**src/hw/rtl/nat_wildcard_rule_lookup_top_assert.svh**
```systemverilog
// Assertion macros used by the NAT rule lookup top level.
`ifndef NAT_WILDCARD_RULE_LOOKUP_TOP_ASSERT_SVH
`define NAT_WILDCARD_RULE_LOOKUP_TOP_ASSERT_SVH

// Checks that cons holds at every clock edge where ante holds, outside reset.
`define NWRL_ASSERT_IMP(label, ante, cons, msg) \
    label: assert property (@(posedge i_clk) disable iff (!i_rst_n) (ante) |-> (cons)) \
        else $error(msg);

// Checks that expr holds at every clock edge outside reset.
`define NWRL_ASSERT_ALWAYS(label, expr, msg) \
    label: assert property (@(posedge i_clk) disable iff (!i_rst_n) (expr)) \
        else $error(msg);

`endif

```
**src/hw/rtl/nwrl_pkg.sv**
```systemverilog
// Package with the types, codes and helper function of the NAT rule lookup.
package nwrl_pkg;

    localparam int RULE_ENTRIES = 64;
    localparam int IDX_W = (RULE_ENTRIES > 1) ? $clog2(RULE_ENTRIES) : 1;

    typedef logic [IDX_W-1:0]        t_idx;
    typedef logic [RULE_ENTRIES-1:0] t_vec;
    typedef logic [1:0]              t_kind;
    typedef logic [2:0]              t_status;

    localparam logic OP_INSERT = 1'b0;
    localparam logic OP_LOOKUP = 1'b1;

    localparam t_kind KIND_EXACT = 2'd0;
    localparam t_kind KIND_IP    = 2'd1;
    localparam t_kind KIND_PORT  = 2'd2;

    localparam t_status ST_MAPPED  = 3'd0;
    localparam t_status ST_NOMATCH = 3'd1;
    localparam t_status ST_STORED  = 3'd2;
    localparam t_status ST_FULL    = 3'd3;
    localparam t_status ST_IGNORED = 3'd4;

    typedef struct packed {
        logic found;
        t_idx idx;
    } t_pick;

    typedef struct packed {
        logic    valid;
        logic    hit;
        t_status status;
        t_idx    idx;
    } t_cam_res;

    typedef struct packed {
        logic en;
        t_idx idx;
    } t_wr_cmd;

    function automatic t_pick pri_pick(t_vec v);
        t_pick p;
        p.found = |v;
        p.idx   = '0;
        for (int i = RULE_ENTRIES - 1; i >= 0; i--) begin
            if (v[i]) begin
                p.idx = t_idx'(i);
            end
        end
        return p;
    endfunction

endpackage

```
**src/hw/rtl/nwrl_cam.sv**
```systemverilog
// Rule key store with parallel compare, priority pick and insert decision.
module nwrl_cam import nwrl_pkg::*; (
    input  logic        i_clk,
    input  logic        i_rst_n,
    input  logic        i_valid,
    input  logic        i_opcode,
    input  logic [31:0] i_key_ip,
    input  logic [15:0] i_key_port,
    input  logic        i_ip_is_wild,
    input  logic        i_port_is_wild,
    output t_wr_cmd     o_wr,
    output t_cam_res    o_res
);

    t_vec        r_valid;
    t_kind       r_kind       [RULE_ENTRIES];
    logic [31:0] r_match_ip   [RULE_ENTRIES];
    logic [15:0] r_match_port [RULE_ENTRIES];
    t_cam_res    r_res;
    t_cam_res    n_res;
    t_wr_cmd     wr;

    t_vec  hit_exact;
    t_vec  hit_ip;
    t_vec  hit_port;
    t_vec  ins_hits;
    t_kind ins_kind;
    t_pick ins_pick;
    t_pick free_pick;
    t_pick ex_pick;
    t_pick ip_pick;
    t_pick pt_pick;

    always_comb begin
        for (int i = 0; i < RULE_ENTRIES; i++) begin
            hit_exact[i] = r_valid[i] && (r_kind[i] == KIND_EXACT) &&
                           (r_match_ip[i] == i_key_ip) && (r_match_port[i] == i_key_port);
            hit_ip[i]    = r_valid[i] && (r_kind[i] == KIND_IP) &&
                           (r_match_ip[i] == i_key_ip);
            hit_port[i]  = r_valid[i] && (r_kind[i] == KIND_PORT) &&
                           (r_match_port[i] == i_key_port);
        end
    end

    always_comb begin
        priority if (i_ip_is_wild) begin
            ins_kind = KIND_PORT;
            ins_hits = hit_port;
        end else if (i_port_is_wild) begin
            ins_kind = KIND_IP;
            ins_hits = hit_ip;
        end else begin
            ins_kind = KIND_EXACT;
            ins_hits = hit_exact;
        end
    end

    assign ins_pick  = pri_pick(ins_hits);
    assign free_pick = pri_pick(~r_valid);
    assign ex_pick   = pri_pick(hit_exact);
    assign ip_pick   = pri_pick(hit_ip);
    assign pt_pick   = pri_pick(hit_port);

    always_comb begin
        n_res.valid  = i_valid;
        n_res.hit    = 1'b0;
        n_res.status = ST_NOMATCH;
        n_res.idx    = '0;
        wr.en        = 1'b0;
        wr.idx       = '0;
        if (i_opcode == OP_INSERT) begin
            priority if (i_ip_is_wild && i_port_is_wild) begin
                n_res.status = ST_IGNORED;
            end else if (ins_pick.found) begin
                n_res.status = ST_STORED;
                wr.en        = i_valid;
                wr.idx       = ins_pick.idx;
            end else if (free_pick.found) begin
                n_res.status = ST_STORED;
                wr.en        = i_valid;
                wr.idx       = free_pick.idx;
            end else begin
                n_res.status = ST_FULL;
            end
        end else begin
            priority if (ex_pick.found) begin
                n_res.hit    = 1'b1;
                n_res.status = ST_MAPPED;
                n_res.idx    = ex_pick.idx;
            end else if (ip_pick.found) begin
                n_res.hit    = 1'b1;
                n_res.status = ST_MAPPED;
                n_res.idx    = ip_pick.idx;
            end else if (pt_pick.found) begin
                n_res.hit    = 1'b1;
                n_res.status = ST_MAPPED;
                n_res.idx    = pt_pick.idx;
            end else begin
                n_res.status = ST_NOMATCH;
            end
        end
    end

    always_ff @(posedge i_clk) begin
        if (!i_rst_n) begin
            r_valid <= '0;
            r_res   <= '0;
        end else begin
            if (wr.en) begin
                r_valid[wr.idx] <= 1'b1;
            end
            r_res <= n_res;
        end
    end

    always_ff @(posedge i_clk) begin
        if (wr.en) begin
            r_kind[wr.idx]       <= ins_kind;
            r_match_ip[wr.idx]   <= i_key_ip;
            r_match_port[wr.idx] <= i_key_port;
        end
    end

    assign o_wr  = wr;
    assign o_res = r_res;

endmodule

```
**config.mk**
```make
export PLATFORM = sky130hd
export DESIGN_NAME = nwrl_cam
export DESIGN_NICKNAME = d
export VERILOG_FILES = /design/src/hw/rtl/nat_wildcard_rule_lookup_top_assert.svh /design/src/hw/rtl/nwrl_pkg.sv /design/src/hw/rtl/nwrl_cam.sv
export SDC_FILE = /design/constraint.sdc
export NUM_CORES = 2
export LEC_CHECK = 0
export BUFFER_PORTS_ARGS = -buffer_cell sky130_fd_sc_hd__buf_2
export CAP_MARGIN = 15
export CORE_MARGIN = 5
export CORE_UTILIZATION = 55
export DETAILED_ROUTE_END_ITERATION = 6
export PLACE_DENSITY = 0.77
export SKIP_LAST_GASP = 1
export SYNTH_ARGS = -nofsm -noshare
export SYNTH_HDL_FRONTEND = slang
export SYNTH_SLANG_ARGS = --single-unit
export TNS_END_PERCENT = 5
```
**constraint.sdc**
```tcl
create_clock -name i_clk -period 9.55 [get_ports i_clk]
set_input_delay 0.4775 -clock i_clk [delete_from_list [all_inputs] [get_ports i_clk]]
set_output_delay 0.4775 -clock i_clk [all_outputs]
set_load 0.02 [all_outputs]
```
## Word level (Yosys, flattened, before mapping)

Memory sizes are Yosys's and may differ from the RTL's.
Index checks and enable logic that the tools add are counted.

| operators by class | value |
|---|---|
| add/subtract/negate cells | 0 |
| multiply operators | 0 |
| div/mod/pow operators | 0 |
| $lt $le $gt $ge | 2 |
| equal/unequal tests | 256 |
| shifts and indexed selects | 0 |
| mux-type cells | 341 |
| bitwise operators | 2 |
| reduce and logical (&&, ||, !) cells | 520 |

Operator list:

| operator | count |
|---|---|
| 32-bit == test | 64 |
| 6-bit two-way mux | 321 |
| 16-bit == test | 64 |
| 1-bit logical AND | 450 |
| 64-bit OR reduction | 5 |
| 2-bit by 1-bit == test with 1-bit output (second input constant) | 64 |
| 2-bit == test (second input constant) | 64 |
| 2-bit zero test | 64 |
| 64-bit two-way mux | 2 |
| 64-bit NOT | 1 |
| 64-bit bitwise OR | 1 |
| 7-bit two-way mux | 4 |
| 10-bit two-way mux | 2 |
| 1-bit two-way mux | 8 |
| 6-bit by 7-bit < comparator with 1-bit output (second input constant) | 1 |
| 1-bit demux with 6-bit select | 1 |
| 6-bit by 1-bit greater-or-equal comparator with 1-bit output (second input constant) | 1 |
| 3-bit two-way mux | 2 |
| 2-bit two-way mux | 1 |
| 2-bit AND reduction | 1 |

| storage, ports and cells | value |
|---|---|
| register bits after elaboration | 75 |
| bits in latches | 0 |
| bits in writable memories | 3200 |
| bits in read-only memories | 0 |
| memories | 3 |

Memories:

| name | words | width | read ports | clocked after memory_dff | wr ports | line | source |
|---|---|---|---|---|---|---|---|
| r_match_ip | 64 | 32 | 64 | 0 | 1 | nwrl_cam.sv:17 | `logic [31:0] r_match_ip [RULE_ENTRIES];` |
| r_match_port | 64 | 16 | 64 | 0 | 1 | nwrl_cam.sv:18 | `logic [15:0] r_match_port [RULE_ENTRIES];` |
| r_kind | 64 | 2 | 64 | 0 | 1 | nwrl_cam.sv:16 | `t_kind r_kind [RULE_ENTRIES];` |

## Logic depth before layout (Yosys ltp)

An unclocked memory read counts as a cell.

| depth | value |
|---|---|
| depth in word-level cells | 79 |
| mapped depth | 21 |

## Worst setup path before layout

Ideal clock, no wire load.

| path | value |
|---|---|
| kind | input port to flip-flop |
| start | input port i_ip_is_wild |
| end | memory r_kind[15][0] (netlist bit) (enable) |
| library setup time | 460 ps |
| arrival | 6392 ps |
| required time | 9090 ps |
| path slack | 2698 ps |
| stages | 17 |
| cells stage by stage | buf_2 > inv_1 > nand2_1 > inv_1 > a2111oi_0 > a32o_1 > a22o_1 > mux2_2 > a2111oi_2 > nand4_1 > or3_1 > nor4bb_1 > o21ai_1 > o21ai_2 > nand2_2 > buf_2 > nor2_1 |

RTL lines:

| what | line | source |
|---|---|---|
| from (decl) | nwrl_cam.sv:9 | `input logic i_ip_is_wild,` |
| to (decl) | nwrl_cam.sv:16 |  |

## Final worst setup path

| path | value |
|---|---|
| start | input port i_key_ip[2] |
| end | memory r_match_ip[46][19] (enable) |

| on the way | value |
|---|---|
| cells in the longest elaborated chain, start to end | 72 |
| elaborated cells on any way between the ends | 328 |
| classes of those cells | 64 x eq/ne; 71 x mux; 193 x reduce/logical |

Ends and longest elaborated chain:

| what | line | source |
|---|---|---|
| from (decl) | nwrl_cam.sv:7 | `input logic [31:0] i_key_ip,` |
| 32-bit == test | nwrl_cam.sv:37, nwrl_cam.sv:39 |  |
| 1-bit logical AND | nwrl_cam.sv:36 | `hit_exact[i] = r_valid[i] && (r_kind[i] == KIND_EXACT) &&` |
| 1-bit logical AND | nwrl_cam.sv:37 | `(r_match_ip[i] == i_key_ip) && (r_match_port[i] == i_key_port);` |
| 64-bit two-way mux (*) | nwrl_cam.sv:49 | `end else if (i_port_is_wild) begin` |
| 64-bit two-way mux (*) | nwrl_cam.sv:46 | `priority if (i_ip_is_wild) begin` |
| 6-bit two-way mux (64 in series) | nwrl_pkg.sv:47 | `if (v[i]) begin` |
| 7-bit two-way mux (*) | nwrl_cam.sv:74 | `end else if (ins_pick.found) begin` |
| 7-bit two-way mux (*) | nwrl_cam.sv:72 | `priority if (i_ip_is_wild && i_port_is_wild) begin` |
| 7-bit two-way mux (*) | nwrl_cam.sv:71 | `if (i_opcode == OP_INSERT) begin` |
| to (decl) | nwrl_cam.sv:17 |  |

Mark *: on every way between the ends. The rest lies on a longest branch, timed or not.

==> metrics.csv <==
stage,metric,value,unit
clock_tree,root buf cell,sky130_fd_sc_hd__clkbuf_16,
critical_path,path type of the worst setup path,input pin to flop,
cells_and_area,FF+latch area,97600,um^2
status,failing checks,design-rule violations,
synth,Cells after Synth,9928,
synth,mean instance size in the synthesized netlist,14.8,um^2
cells_and_area,post-route standard cell area excluding fillers,163000,um^2
synth,Mapped Nets,9982,
timing,setup violators final,0,
cells_and_area,final-stage net count,10300,
placed_design,cell area after placement,152000,um^2
synth,synthesis warning total,0,
cells_and_area,most used cells in the layout excluding fill and tap cells,"sky130_fd_sc_hd__edfxtp_1 (3200), sky130_fd_sc_hd__xor2_1 (1562), sky130_fd_sc_hd__xnor2_1 (1513)",
routing,vias,89500,
routing,number of remaining DRC errors,8,
synth,top-area cell type share of the netlist area,65.4,%
clock_tree,"CTS clk-pin slew, worst paths",0.06,ns
clock_tree,H-Tree Level Count,5,
critical_path,R2R Path End,r_match_ip[3][23],
global_route,global-route wire length before repair,635,mm
hold_path,worst-case hold path end point,r_match_ip[28][12],
power_and_ir_drop,Leak Pwr,51.2,nW
clock_tree,hold bufs inserted after CTS,5,
hold_path,Worst Hold Launch,i_key_ip[12],
routing,number of antenna-violating nets in the routed design,0,
power_and_ir_drop,Worst IR Drop VDD,0.169,mV
synth,most common flop cell mapped by yosys,sky130_fd_sc_hd__edfxtp_1,
synth,post-synthesis cell area,147000,um^2
synth,"Seq/Total Area, Yosys",66.5,%
floorplan,chip width,527,um
timing,pin slew with the least headroom to its limit,1.28,ns
critical_path,reg2reg setup slack,2.63,ns
hold_path,hold-critical path depth,1,
synth,Synth area leaders,"sky130_fd_sc_hd__edfxtp_1 (65%), sky130_fd_sc_hd__xor2_1 (9.3%), sky130_fd_sc_hd__xnor2_1 (9.0%)",
timing,Max Clock Freq,139,MHz
cells_and_area,footprint of the multi-input gates,46000,um^2
synth,Async SR Flop Fraction,0,%
floorplan,area enclosed by the die boundary,277000,um^2
placed_design,Worst Setup Slack post-DPL,1.79,ns
placed_design,gpl congestion,1.02,
critical_path,Worst R2R Start,r_match_port[61][1],
timing,count of final hold-check violations,0,
global_route,number of antenna violations at the first check in global routing,24,
critical_path,logic depth of the worst register-to-register path,15,
power_and_ir_drop,total power density per cell area,187,nW/um^2
clock_tree,clock buffer depth,4,
global_route,total global routing track utilization,31.7,%
floorplan,number of ports placed on the die boundary,72,
routing,DR iter-0 viols,12400,
clock_tree,Sink Count,3275,
timing,Fin Clk Skew,0.0997,ns
clock_tree,CTS tree,yes,
cells_and_area,fill cell instance count of the final layout,19200,
synth,number of register bits inferred by synthesis,3275,
cells_and_area,Syn-to-layout area delta,11.0,%
timing,Total Neg Setup Slack,0,ns
routing,WL final,450,mm
global_route,via count of the first global-routing pass,86500,
routing,post-detailed-route via-to-cell ratio,6.35,
routing,number of optimization iterations in the first detailed-route pass,7,
clock_tree,Num CTS Buffers,337,
floorplan,std cell rows,189,
placed_design,total of buffers placed on input and output ports,71,
critical_path,biggest fanout along the worst timing path,29,
clock_tree,insertion delay of the later-clocked pin in the worst-skew pair,0.95,ns
timing,Slew Limit Fails,0,
floorplan,height of the die,527,um
power_and_ir_drop,Total Power Consumption,30.5,mW
floorplan,Placeable Area,266000,um^2
critical_path,endpoint kind of the worst setup timing path,flop,
global_route,overflow left after global routing,0,
synth,Synth area leader,sky130_fd_sc_hd__edfxtp_1,
routing,detailed-route wire length per cell,31.9,um
hold_path,type of the tightest min-delay check,input pin to flop,
timing,portion of the clock cycle consumed by the worst path in the final layout,75.4,%
global_route,pin count of the biggest net entering global routing,74,
run,max-cap violations,0,
timing,shortest clock period the worst path allows after layout,7.20,ns
synth,number of flops mapped to enable cells by yosys,3200,
critical_path,worst endpoint required time,10.10,ns
status,result of the run,"finished, violations left",
clock_tree,cells resized by post-CTS repair,0,
cells_and_area,share of cells above drive strength 1,9.97,%
timing,post-route setup slack,2.35,ns
clock_tree,setup repair bufs after CTS,0,
synth,synth unique cells,112,
floorplan,initial standard-cell utilization of the core,55.3,%
timing,unrepaired setup endpoints after global routing,false,
critical_path,type of element launching the critical path,input pin,
cells_and_area,"leading cell type in the layout, fill and taps excluded",sky130_fd_sc_hd__edfxtp_1,
placed_design,post-detail-place hpwl,292,mm
timing,slew margin rel.,12.4,%
timing,tightest hold margin,0.0508,ns
critical_path,arrival time of the worst setup path,7.76,ns
final cells by class:
cell class | instances | share of cell area [%]
Inverter | 65 | 0.152
Clock buffer | 431 | 5.51
Timing Repair Buffer | 420 | 2.53
Clock inverter | 166 | 1.01
Multi-Input combinational cell | 6184 | 28.2
Antenna cell | 21 | 0.0322
Tap cell | 3533 | 2.71
Sequential cell | 3275 | 59.9
worst max-delay path: stages:
cell and delay [ns]:
sky130_fd_sc_hd__dlygate4sd3_1 0.54, sky130_fd_sc_hd__clkbuf_8 0.32, sky130_fd_sc_hd__buf_12 0.29, sky130_fd_sc_hd__xor2_1 0.11, sky130_fd_sc_hd__nor3b_1 0.85, sky130_fd_sc_hd__nand4_1 0.22, sky130_fd_sc_hd__nor3_2 0.84, sky130_fd_sc_hd__nand3_1 0.18
sky130_fd_sc_hd__a31oi_1 0.42, sky130_fd_sc_hd__nor3_1 0.26, sky130_fd_sc_hd__o41ai_1 0.25, sky130_fd_sc_hd__a2111oi_0 0.41, sky130_fd_sc_hd__o221a_2 0.34, sky130_fd_sc_hd__o21ai_2 0.25, sky130_fd_sc_hd__nand2_2 0.47, sky130_fd_sc_hd__nor2_4 0.95
sky130_fd_sc_hd__buf_4 0.41
state kept, by name, indices dropped and copies added (netlist names):
name / cells
o_res: 11
r_match_port: 1024
r_match_ip: 2048
r_valid: 64
r_kind: 128
how the worst max path moves through the flow:
stage | startpoint | to
finish | i_key_ip[2] | r_match_ip[46][19]
global route | i_key_ip[2] | r_match_ip[3][21]
CTS | i_key_ip[2] | r_match_ip[19][30]
detailed placement | i_key_ip[29] | r_match_ip[43][23]
global placement | i_key_ip[17] | r_match_ip[3][1]
floorplan | i_ip_is_wild | r_kind[15][0]
metrics by stage:
step	utilization, %	instances
floorplan	-	9928
global placement	57.3	13500
detailed placement	57.3	13500
CTS	61.4	14100
global route	61.4	14100
finish	61.4	14100
logic make-up after synthesis:
group / share of synthesized area (%)
AO/OA/AOI/OAI: 2.81
flip-flops: 66.5
multiplexers: 0.0426
buffers and inverters: 2.55
XOR/XNOR: 18.3
AND/OR/NAND/NOR: 9.78
routing by layer:
metal	GRT usage [%]	wire length (um)	up-vias
met1	46.8	185000	45600
met5	0	0	-
li1	-	-	37600
met2	47.0	196000	5470
met3	7.10	51700	780
met4	10.5	16400	0
synth_stat cells, drive strengths merged, types with 40 or more instances:
library cell,count
edfxtp,3200
xor2,1562
xnor2,1513
nand4,524
nor4,507
buf,368
nand2,357
nor2,281
nand3,223
nor3,183
o21ai,91
a21oi,84
dfxtp,75
o21a,73
and2,72
inv,65
a31oi,63
o31ai,59
or3,44
nor3b,42
and3,40
where the power goes:
part	switching [mW]	leakage, nW	internal [mW]	total (mW)
clock	5.55	5.18	7.28	12.8
combinational	1.33	16.6	0.546	1.88
sequential	0.0145	29.4	15.8	15.8
total	6.90	51.2	23.6	30.5
No activity file was read; power rests on OpenSTA's default activity.
